$ cat config.mk
export PLATFORM = sky130hd
export DESIGN_NAME = streaming_pattern_matcher
export DESIGN_NICKNAME = d
export VERILOG_FILES = /design/src/rtl/core/spm_pkg.sv /design/src/rtl/core/spm_cell.sv /design/src/rtl/core/spm_cfg.sv /design/src/rtl/core/streaming_pattern_matcher.sv
export VERILOG_INCLUDE_DIRS = /design/src /design/src/rtl/core
export SDC_FILE = /design/constraint.sdc
export NUM_CORES = 2
export LEC_CHECK = 0
export BUFFER_PORTS_ARGS = -buffer_cell sky130_fd_sc_hd__buf_2
export CAP_MARGIN = 20
export CORE_MARGIN = 3
export CORE_UTILIZATION = 50
export CTS_CLUSTER_DIAMETER = 150
export DETAILED_ROUTE_END_ITERATION = 8
export PLACE_DENSITY = 0.66
export SLEW_MARGIN = 20
export SYNTH_ARGS = -nofsm -noshare
export SYNTH_HDL_FRONTEND = slang
export SYNTH_SLANG_ARGS = --single-unit
$ cat constraint.sdc
create_clock -name clk -period 10.6 [get_ports clk]
set_input_delay 2.65 -clock clk [delete_from_list [all_inputs] [get_ports clk]]
set_output_delay 2.65 -clock clk [all_outputs]
set_load 0.02 [all_outputs]
$ cat src/rtl/core/streaming_pattern_matcher_defines.svh
// Assertion macros used by the pattern matcher top level.
`ifndef STREAMING_PATTERN_MATCHER_DEFINES_SVH
`define STREAMING_PATTERN_MATCHER_DEFINES_SVH

// Same-cycle implication, checked outside reset.
`define SPM_ASSERT_NOW(label, clk, rst_n, ante, cons, msg) \
    label: assert property (@(posedge clk) disable iff (!rst_n) (ante) |-> (cons)) \
        else $error(msg);

// Next-cycle implication, checked outside reset.
`define SPM_ASSERT_NEXT(label, clk, rst_n, ante, cons, msg) \
    label: assert property (@(posedge clk) disable iff (!rst_n) (ante) |=> (cons)) \
        else $error(msg);

`endif

$ cat src/rtl/core/spm_pkg.sv
// Package with sizes, register codes and word types of the pattern matcher.
`timescale 1ns / 1ps
`default_nettype none

package spm_pkg;

    // Longest pattern the cell row can hold, and width of the position counter.
    localparam int PATTERN_MAX   = 32;
    localparam int POSITION_BITS = 32;

    // Width that holds an effective length from 1 to PATTERN_MAX.
    localparam int LEN_W = $clog2(PATTERN_MAX + 1);

    // Configuration port and register file sizes.
    localparam int CFG_LEN_W     = 6;
    localparam int CFG_DATA_W    = 64;
    localparam int CFG_INDEX_W   = 3;
    localparam int PATTERN_WORDS = 4;
    localparam int WORD_BYTES    = 8;
    localparam int PATTERN_BYTES = PATTERN_WORDS * WORD_BYTES;
    localparam int PB_IDX_W      = $clog2(PATTERN_BYTES);
    localparam int SEL_W         = (LEN_W > PB_IDX_W) ? LEN_W : PB_IDX_W;

    localparam int MATCH_START_W = 32;

    // Configuration register indexes.
    typedef enum logic [CFG_INDEX_W-1:0] {
        REG_PATTERN_LENGTH = 3'd0,
        REG_PATTERN_WORD0  = 3'd1,
        REG_PATTERN_WORD1  = 3'd2,
        REG_PATTERN_WORD2  = 3'd3,
        REG_PATTERN_WORD3  = 3'd4
    } cfg_reg_e;

    // Input word.
    typedef struct packed {
        logic [7:0] text_byte;
        logic       end_of_text;
    } text_word_t;

    // Result word.
    typedef struct packed {
        logic                     match_found;
        logic [MATCH_START_W-1:0] match_start;
    } result_word_t;

    // Window entry handed from one cell to the next.
    typedef struct packed {
        logic       valid;
        logic [7:0] data;
    } cell_data_t;

    // Control broadcast to every cell.
    typedef struct packed {
        logic shift;
        logic clear;
    } cell_ctrl_t;

endpackage

`default_nettype wire

$ cat src/rtl/core/spm_cell.sv
// One window cell: holds a text byte, passes it on and compares it with its pattern byte.
`timescale 1ns / 1ps
`default_nettype none

module spm_cell
    import spm_pkg::*;
(
    input  wire logic       clk,
    input  wire logic       rst_n,
    input  wire cell_ctrl_t ctrl,
    input  wire cell_data_t upstream,
    input  wire logic [7:0] pattern_byte,
    input  wire logic       active,
    output cell_data_t      downstream,
    output logic            hit
);

    cell_data_t entry_reg;
    cell_data_t entry_next;

    // The compare looks at the byte this cell takes on the coming shift,
    // so the result covers the window that includes the new word.
    assign hit = !active || (upstream.valid && (upstream.data == pattern_byte));

    // Shift in from the neighbor, or empty the cell at the end of a text.
    always_comb
    begin
        entry_next = entry_reg;
        if (ctrl.shift)
        begin
            if (ctrl.clear)
            begin
                entry_next = '0;
            end
            else
            begin
                entry_next = upstream;
            end
        end
    end

    always_ff @(posedge clk or negedge rst_n)
    begin
        if (!rst_n)
        begin
            entry_reg <= '0;
        end
        else
        begin
            entry_reg <= entry_next;
        end
    end

    assign downstream = entry_reg;

endmodule

`default_nettype wire

$ cat src/rtl/core/spm_cfg.sv
// Configuration registers and the per-cell pattern alignment derived from them.
`timescale 1ns / 1ps
`default_nettype none

module spm_cfg
    import spm_pkg::*;
(
    input  wire logic                   clk,
    input  wire logic                   rst_n,
    input  wire logic                   cfg_write,
    input  wire logic [CFG_INDEX_W-1:0] cfg_index,
    input  wire logic [CFG_DATA_W-1:0]  cfg_data,
    output logic [7:0]                  aligned [PATTERN_MAX],
    output logic [PATTERN_MAX-1:0]      active,
    output logic [LEN_W-1:0]            eff_len,
    output logic                        busy
);

    logic [CFG_LEN_W-1:0]   len_reg;
    logic [CFG_LEN_W-1:0]   len_next;
    logic [7:0]             pat_reg [PATTERN_BYTES];
    logic [7:0]             pat_next [PATTERN_BYTES];
    logic [7:0]             aligned_reg [PATTERN_MAX];
    logic [7:0]             aligned_next [PATTERN_MAX];
    logic [PATTERN_MAX-1:0] active_reg;
    logic [PATTERN_MAX-1:0] active_next;
    logic [LEN_W-1:0]       eff_len_reg;
    logic [LEN_W-1:0]       eff_len_next;
    logic                   busy_reg;
    logic                   word_write;
    logic [1:0]             word_sel;

    // Decode the register index; unknown indexes are ignored.
    always_comb
    begin
        word_write = 1'b0;
        word_sel   = 2'd0;
        len_next   = len_reg;
        case (cfg_index)
            REG_PATTERN_LENGTH:
            begin
                if (cfg_write)
                begin
                    len_next = cfg_data[CFG_LEN_W-1:0];
                end
            end
            REG_PATTERN_WORD0:
            begin
                word_write = cfg_write;
                word_sel   = 2'd0;
            end
            REG_PATTERN_WORD1:
            begin
                word_write = cfg_write;
                word_sel   = 2'd1;
            end
            REG_PATTERN_WORD2:
            begin
                word_write = cfg_write;
                word_sel   = 2'd2;
            end
            REG_PATTERN_WORD3:
            begin
                word_write = cfg_write;
                word_sel   = 2'd3;
            end
            default:
            begin
                word_write = 1'b0;
            end
        endcase
    end

    // Unpack a written pattern word into its eight bytes.
    always_comb
    begin
        for (int w = 0; w < PATTERN_WORDS; w++)
        begin
            for (int b = 0; b < WORD_BYTES; b++)
            begin
                pat_next[w*WORD_BYTES + b] = pat_reg[w*WORD_BYTES + b];
                if (word_write && (word_sel == 2'(w)))
                begin
                    pat_next[w*WORD_BYTES + b] = cfg_data[8*b +: 8];
                end
            end
        end
    end

    // Effective length: zero acts as one, anything past the row acts as its size.
    always_comb
    begin
        if (len_reg == '0)
        begin
            eff_len_next = LEN_W'(1);
        end
        else if ({1'b0, len_reg} > (CFG_LEN_W+1)'(PATTERN_MAX))
        begin
            eff_len_next = LEN_W'(PATTERN_MAX);
        end
        else
        begin
            eff_len_next = LEN_W'(len_reg);
        end
    end

    // Cell k (newest byte at k = 0) checks pattern byte eff_len-1-k.
    always_comb
    begin
        logic [SEL_W-1:0] sel;
        for (int k = 0; k < PATTERN_MAX; k++)
        begin
            active_next[k]  = (SEL_W'(k) < SEL_W'(eff_len_next));
            sel             = SEL_W'(eff_len_next) - SEL_W'(1) - SEL_W'(k);
            aligned_next[k] = 8'd0;
            if (active_next[k] && (sel < SEL_W'(PATTERN_BYTES)))
            begin
                aligned_next[k] = pat_reg[sel[PB_IDX_W-1:0]];
            end
        end
    end

    // Register file, and the derived alignment registered from its contents.
    always_ff @(posedge clk or negedge rst_n)
    begin
        if (!rst_n)
        begin
            len_reg     <= CFG_LEN_W'(1);
            eff_len_reg <= LEN_W'(1);
            active_reg  <= PATTERN_MAX'(1);
            busy_reg    <= 1'b0;
            for (int i = 0; i < PATTERN_BYTES; i++)
            begin
                pat_reg[i] <= 8'd0;
            end
            for (int k = 0; k < PATTERN_MAX; k++)
            begin
                aligned_reg[k] <= 8'd0;
            end
        end
        else
        begin
            len_reg     <= len_next;
            eff_len_reg <= eff_len_next;
            active_reg  <= active_next;
            busy_reg    <= cfg_write;
            for (int i = 0; i < PATTERN_BYTES; i++)
            begin
                pat_reg[i] <= pat_next[i];
            end
            for (int k = 0; k < PATTERN_MAX; k++)
            begin
                aligned_reg[k] <= aligned_next[k];
            end
        end
    end

    assign aligned = aligned_reg;
    assign active  = active_reg;
    assign eff_len = eff_len_reg;
    assign busy    = busy_reg;

endmodule

`default_nettype wire

$ cat src/rtl/core/streaming_pattern_matcher.sv
// Top level of the streaming pattern matcher: cell row, position counter and result register.
//
//   Channel  | Handshake                  | Word
//   ---------+----------------------------+----------------------------------
//   text     | text_valid / text_stall    | text_byte, end_of_text
//   result   | result_valid / result_stall| match_found, match_start
//   config   | cfg_write                  | cfg_index, cfg_data
//
// One text word is taken every cycle unless the text channel is stalled; its result
// is in the output register in the cycle after acceptance. The cycle is set by the
// byte compare in every cell and the AND across the row of PATTERN_MAX cells.
// After reset the pattern is ready at once; there is no clearing pass.
// A configuration write stalls the text channel while cfg_write is high and while the
// busy register it sets is high, as the cell alignment is rebuilt. A stalled result holds the text side.
`timescale 1ns / 1ps
`default_nettype none

`include "streaming_pattern_matcher_defines.svh"

module streaming_pattern_matcher
    import spm_pkg::*;
(
    input  wire logic                   clk,
    input  wire logic                   rst_n,
    input  wire logic                   cfg_write,
    input  wire logic [CFG_INDEX_W-1:0] cfg_index,
    input  wire logic [CFG_DATA_W-1:0]  cfg_data,
    input  wire logic                   text_valid,
    output logic                        text_stall,
    input  wire text_word_t             text_word,
    output logic                        result_valid,
    input  wire logic                   result_stall,
    output result_word_t                result_word
);

    logic [7:0]             aligned [PATTERN_MAX];
    logic [PATTERN_MAX-1:0] active;
    logic [LEN_W-1:0]       eff_len;
    logic                   cfg_busy;
    logic                   accept;
    cell_ctrl_t             ctrl;
    cell_data_t             chain [PATTERN_MAX+1];
    logic [PATTERN_MAX-1:0] hit_vec;
    logic [PATTERN_MAX-1:0] window_valid;
    logic                   match;

    logic [POSITION_BITS-1:0] bytes_seen_reg;
    logic [POSITION_BITS-1:0] bytes_seen_next;
    logic [POSITION_BITS-1:0] here_plus_one;
    logic [POSITION_BITS-1:0] start_full;
    logic                     result_valid_reg;
    logic                     result_valid_next;
    result_word_t             result_word_reg;
    result_word_t             result_word_next;

    // Configuration registers and pattern alignment.
    spm_cfg u_cfg (
        .clk       (clk),
        .rst_n     (rst_n),
        .cfg_write (cfg_write),
        .cfg_index (cfg_index),
        .cfg_data  (cfg_data),
        .aligned   (aligned),
        .active    (active),
        .eff_len   (eff_len),
        .busy      (cfg_busy)
    );

    // Handshake: take a word unless the result is held or the pattern is being rebuilt.
    assign text_stall = (result_valid_reg && result_stall) || cfg_write || cfg_busy;
    assign accept     = text_valid && !text_stall;

    assign ctrl.shift = accept;
    assign ctrl.clear = text_word.end_of_text;

    // The newest byte enters at the head of the row.
    assign chain[0].valid = 1'b1;
    assign chain[0].data  = text_word.text_byte;

    // Row of window cells, each handing its byte to the next.
    for (genvar k = 0; k < PATTERN_MAX; k++)
    begin : g_cell
        spm_cell u_cell (
            .clk          (clk),
            .rst_n        (rst_n),
            .ctrl         (ctrl),
            .upstream     (chain[k]),
            .pattern_byte (aligned[k]),
            .active       (active[k]),
            .downstream   (chain[k+1]),
            .hit          (hit_vec[k])
        );
        assign window_valid[k] = chain[k+1].valid;
    end

    assign match = &hit_vec;

    // Position of this byte plus one, and the start of a match ending here.
    assign here_plus_one = bytes_seen_reg + POSITION_BITS'(1);
    assign start_full    = here_plus_one - POSITION_BITS'(eff_len);

    always_comb
    begin
        bytes_seen_next = bytes_seen_reg;
        if (accept)
        begin
            bytes_seen_next = text_word.end_of_text ? '0 : here_plus_one;
        end
    end

    // Output register: loads on accept, empties when the result side takes it.
    always_comb
    begin
        result_valid_next = result_valid_reg;
        result_word_next  = result_word_reg;
        if (accept)
        begin
            result_valid_next            = 1'b1;
            result_word_next.match_found = match;
            result_word_next.match_start = match ? MATCH_START_W'(start_full) : '0;
        end
        else if (!result_stall)
        begin
            result_valid_next = 1'b0;
        end
    end

    always_ff @(posedge clk or negedge rst_n)
    begin
        if (!rst_n)
        begin
            bytes_seen_reg   <= '0;
            result_valid_reg <= 1'b0;
            result_word_reg  <= '0;
        end
        else
        begin
            bytes_seen_reg   <= bytes_seen_next;
            result_valid_reg <= result_valid_next;
            result_word_reg  <= result_word_next;
        end
    end

    assign result_valid = result_valid_reg;
    assign result_word  = result_word_reg;

    // Checks on the block's own logic.
    `SPM_ASSERT_NEXT(a_cfg_blocks_text, clk, rst_n, cfg_write, text_stall,
        "text accepted while the pattern alignment was stale")
    `SPM_ASSERT_NEXT(a_accept_gives_result, clk, rst_n, accept, result_valid,
        "accepted word produced no result")
    `SPM_ASSERT_NEXT(a_end_clears_window, clk, rst_n, accept && text_word.end_of_text,
        $countones(window_valid) == 0, "window not emptied at end of text")
    `SPM_ASSERT_NOW(a_miss_has_zero_start, clk, rst_n,
        result_valid && !result_word.match_found, result_word.match_start == '0,
        "result without a match carries a nonzero start")

endmodule

`default_nettype wire

==> results_dict.tcl <==
set metrics [dict create \
    die-area_sq_um 107000 \
    fp-row-count 116 \
    ys_seq_elements 901 \
    syn_nets 4877 \
    rsz0062_at_grt "false" \
    end_kind "register" \
    largest_reg_flops 279 \
    ys.flop_type "dfrtp_1" \
    antenna_found_initial 8 \
    routabilityCongestion 1.07 \
    grt_pass1_wl_um 276000 \
    post-route-period-util_pct 63.0 \
    port_buffers 115 \
    slew_viol_final 0 \
    synthArstFlopShare_pct 100 \
    dr.pass1.iters 8 \
    grt_pass1_vias 37000 \
    crit_chain "nor4_1 -> nor2_1 -> nor2_1 -> inv_8 -> ha_1 -> xor2_4 -> buf_4 -> clkinv_1 -> buf_4 -> buf_4 -> ha_1 -> xnor2_2 -> buf_4 -> mux4_2 -> nand2_1 -> a21oi_1" \
    cpMaxStageDelayCell "clkinv_1" \
    r2r_setup_slack_ns 3.92 \
    area_growth_pct 10.8 \
    pre_cts_ws_ns 4.03 \
    startpoint "u_cfg.len_reg[3]$_DFFE_PN0P_" \
    drc 0 \
    clock_skew_ns 0.0171 \
    ctsResizeCount 0 \
    htree_num_levels 3 \
    r2r-end "u_cfg.aligned[44]$_DFF_PN0_" \
    ant_nets 0 \
    power_leakage_nw 25.0 \
    holdCritPathClass "reg2reg" \
    ys_top_cells_by_area "dfrtp_1 (44%), mux2i_1 (10%), mux4_2 (9.6%), nand2_1 (5.8%), mux2_2 (5.7%)" \
    dp.cells 5998 \
    netlist_top_cells_count "dfrtp_1 (898), nand2_1 (791), mux2i_1 (537), o21ai_0 (343), nand2b_1 (290)" \
    grt_max_degree 267 \
    power_w 0.0194 \
    crit_type "reg2reg" \
    yosys.area.top_type "dfrtp_1" \
    cpPeakStageDelay_ns 0.77 \
    ir_drop_v 0.000200 \
    synth_cell_type_count 80 \
    initial_core_util_pct 50.9 \
    cts_tree "yes" \
    grt.total_usage_pct 36.3 \
    insertion_delay_ns 0.71 \
    crit_top_cell "buf_4" \
    overflow 0 \
    cts_root_buf "clkbuf_16" \
    dr.first_iter.drc_count 4263 \
    startpoint_type "register" \
    place_hpwl_um 151000 \
    r2r-start "u_cfg.len_reg[3]$_DFFE_PN0P_" \
    finalWorstPathRequiredPeriod_ns 6.68 \
    path_max_fanout 76 \
    worst_pin_slew_ns 1.15 \
    yosysTopAreaCellShare_pct 43.7 \
    cts_setup_buffers 0 \
    hold_violations 0 \
    cts_made_buffers 102 \
    nets 4847 \
    routed_via_density 6.21 \
    vias 38500 \
    clkSinkCount 901 \
    required_ns 11.15 \
    yosysMostFrequentCell "dfrtp_1" \
    relSlewSlack_pct 20.8 \
    core-area_sq_um 101000 \
    finalWorstSetupSlack_ns 3.92 \
    crit_arrival_ns 7.23 \
    wirelength_um 194000 \
    ff2ff_path_depth 16 \
    seq_area_frac_synth_pct 43.9 \
    ios 116 \
    synthesis.area_sq_um 51400 \
    cts_hold_buffers 0 \
    cts.clk_slew.worst_paths_ns 0.06 \
    cap_viol_max_count 0 \
    syn_area_per_cell_sq_um 10.8 \
    cts_buffer_depth 3 \
    setup_tns_ns 0 \
    layout-drive-gt1-share_pct 18.7 \
    syn-instance-count 4777 \
    fp.dieH_um 327 \
    final_util_pct 56.4 \
    yosysWarnings 0 \
    max_freq_mhz 150 \
    stdcell_count 6194 \
    crit_end "u_cfg.aligned[44]$_DFF_PN0_" \
    power_density_nw_per_um2 341 \
    wire_per_inst_um 31.4 \
    status "finished clean" \
    synth_edf_count 0 \
    finalSetupViolations 0 \
    die_w_um 327 \
]
[cell type report]
class	count	area, sq um
clock buffers	141	2930
clock inverters	48	736
repair buffers	178	1180
fillers	8757	44100
diodes	5	12.5
flip-flops and latches	901	22600
inverters	37	151
multi-input cells	3527	27700
well taps	1357	1700
[worst max-delay path: cells and delay by family, from the launching register on]
kind,cells,cell delay [ns]
adder cells (fa/ha/maj),2,0.73
XOR/XNOR,2,0.60
buffers and inverters,6,2.75
flip-flops,1,0.65
multiplexers,1,0.59
AO/OA/AOI/OAI,1,0.07
AND/OR/NAND/NOR,4,1.07
[cells by family (layout without fill, tap and decap cells)]
| group | after synthesis | count (layout) | synth area share (%) |
|---|---|---|---|
| AO/OA/AOI/OAI | 664 | 664 | 7.21 |
| XOR/XNOR | 334 | 334 | 5.86 |
| adder cells (fa/ha/maj) | 19 | 19 | 0.477 |
| buffers and inverters | 349 | 404 | 2.79 |
| flip-flops | 901 | 901 | 43.9 |
| multiplexers | 1024 | 1024 | 26.1 |
| other | 0 | 5 | 0 |
| AND/OR/NAND/NOR | 1486 | 1486 | 13.7 |
[layout by cell type, fill, tap and decap left out, types with 18 or more instances in the layout]
cell type,count
nand3_1,65
dfrtp_1,898
o31ai_1,27
nand4_1,49
nand2b_1,290
buf_4,52
inv_1,33
xor2_1,61
mux2_2,261
xnor2_2,27
a22oi_1,18
nor4_1,25
mux4_2,219
clkbuf_8,21
clkbuf_16,103
mux2i_1,535
o21ai_0,343
and3_1,36
a21oi_1,185
nand2_1,790
nor2_1,124
buf_2,113
xnor2_1,241
nor3_1,35
[through the flow]
step / area (sq um) / hold WS, ns
5_1_grt: 56900 / 0.493
4_1_cts: 56800 / 0.479
3_3_place_gp: 53100 / 0.443
2_1_floorplan: 51400 / 0.450
3_5_place_dp: 53200 / 0.465
6_report: 56900 / 0.471
[metal layers]
layer	track usage (%)	share of wire, %	vias up
li1	-	-	16800
met1	48.6	40	19500
met2	52.8	43	1707
met3	9.35	9.4	406
met4	22.2	7.8	2
met5	0	0.0057	-
[power breakdown]
group,internal [W],total (W),switching (W)
clock,0.00233,0.00385,0.00152
sequential,0.00408,0.00474,0.000658
combinational,0.00388,0.0108,0.00696
total,0.0103,0.0194,0.00914
[worst min-delay path by stage]
stage,cells past startpoint,to,from
global placement,2,result_word[32]$_DFFE_PN0P_,result_word[32]$_DFFE_PN0P_
CTS,2,result_word[19]$_DFFE_PN0P_,result_word[19]$_DFFE_PN0P_
floorplan,2,g_cell[30].u_cell.downstream[8]$_DFFE_PN0P_,g_cell[30].u_cell.downstream[8]$_DFFE_PN0P_
finish,2,result_word[26]$_DFFE_PN0P_,result_word[26]$_DFFE_PN0P_
detailed placement,2,result_word[3]$_DFFE_PN0P_,result_word[3]$_DFFE_PN0P_
global route,2,result_word[19]$_DFFE_PN0P_,result_word[19]$_DFFE_PN0P_
No activity file was read; power rests on OpenSTA's default activity.
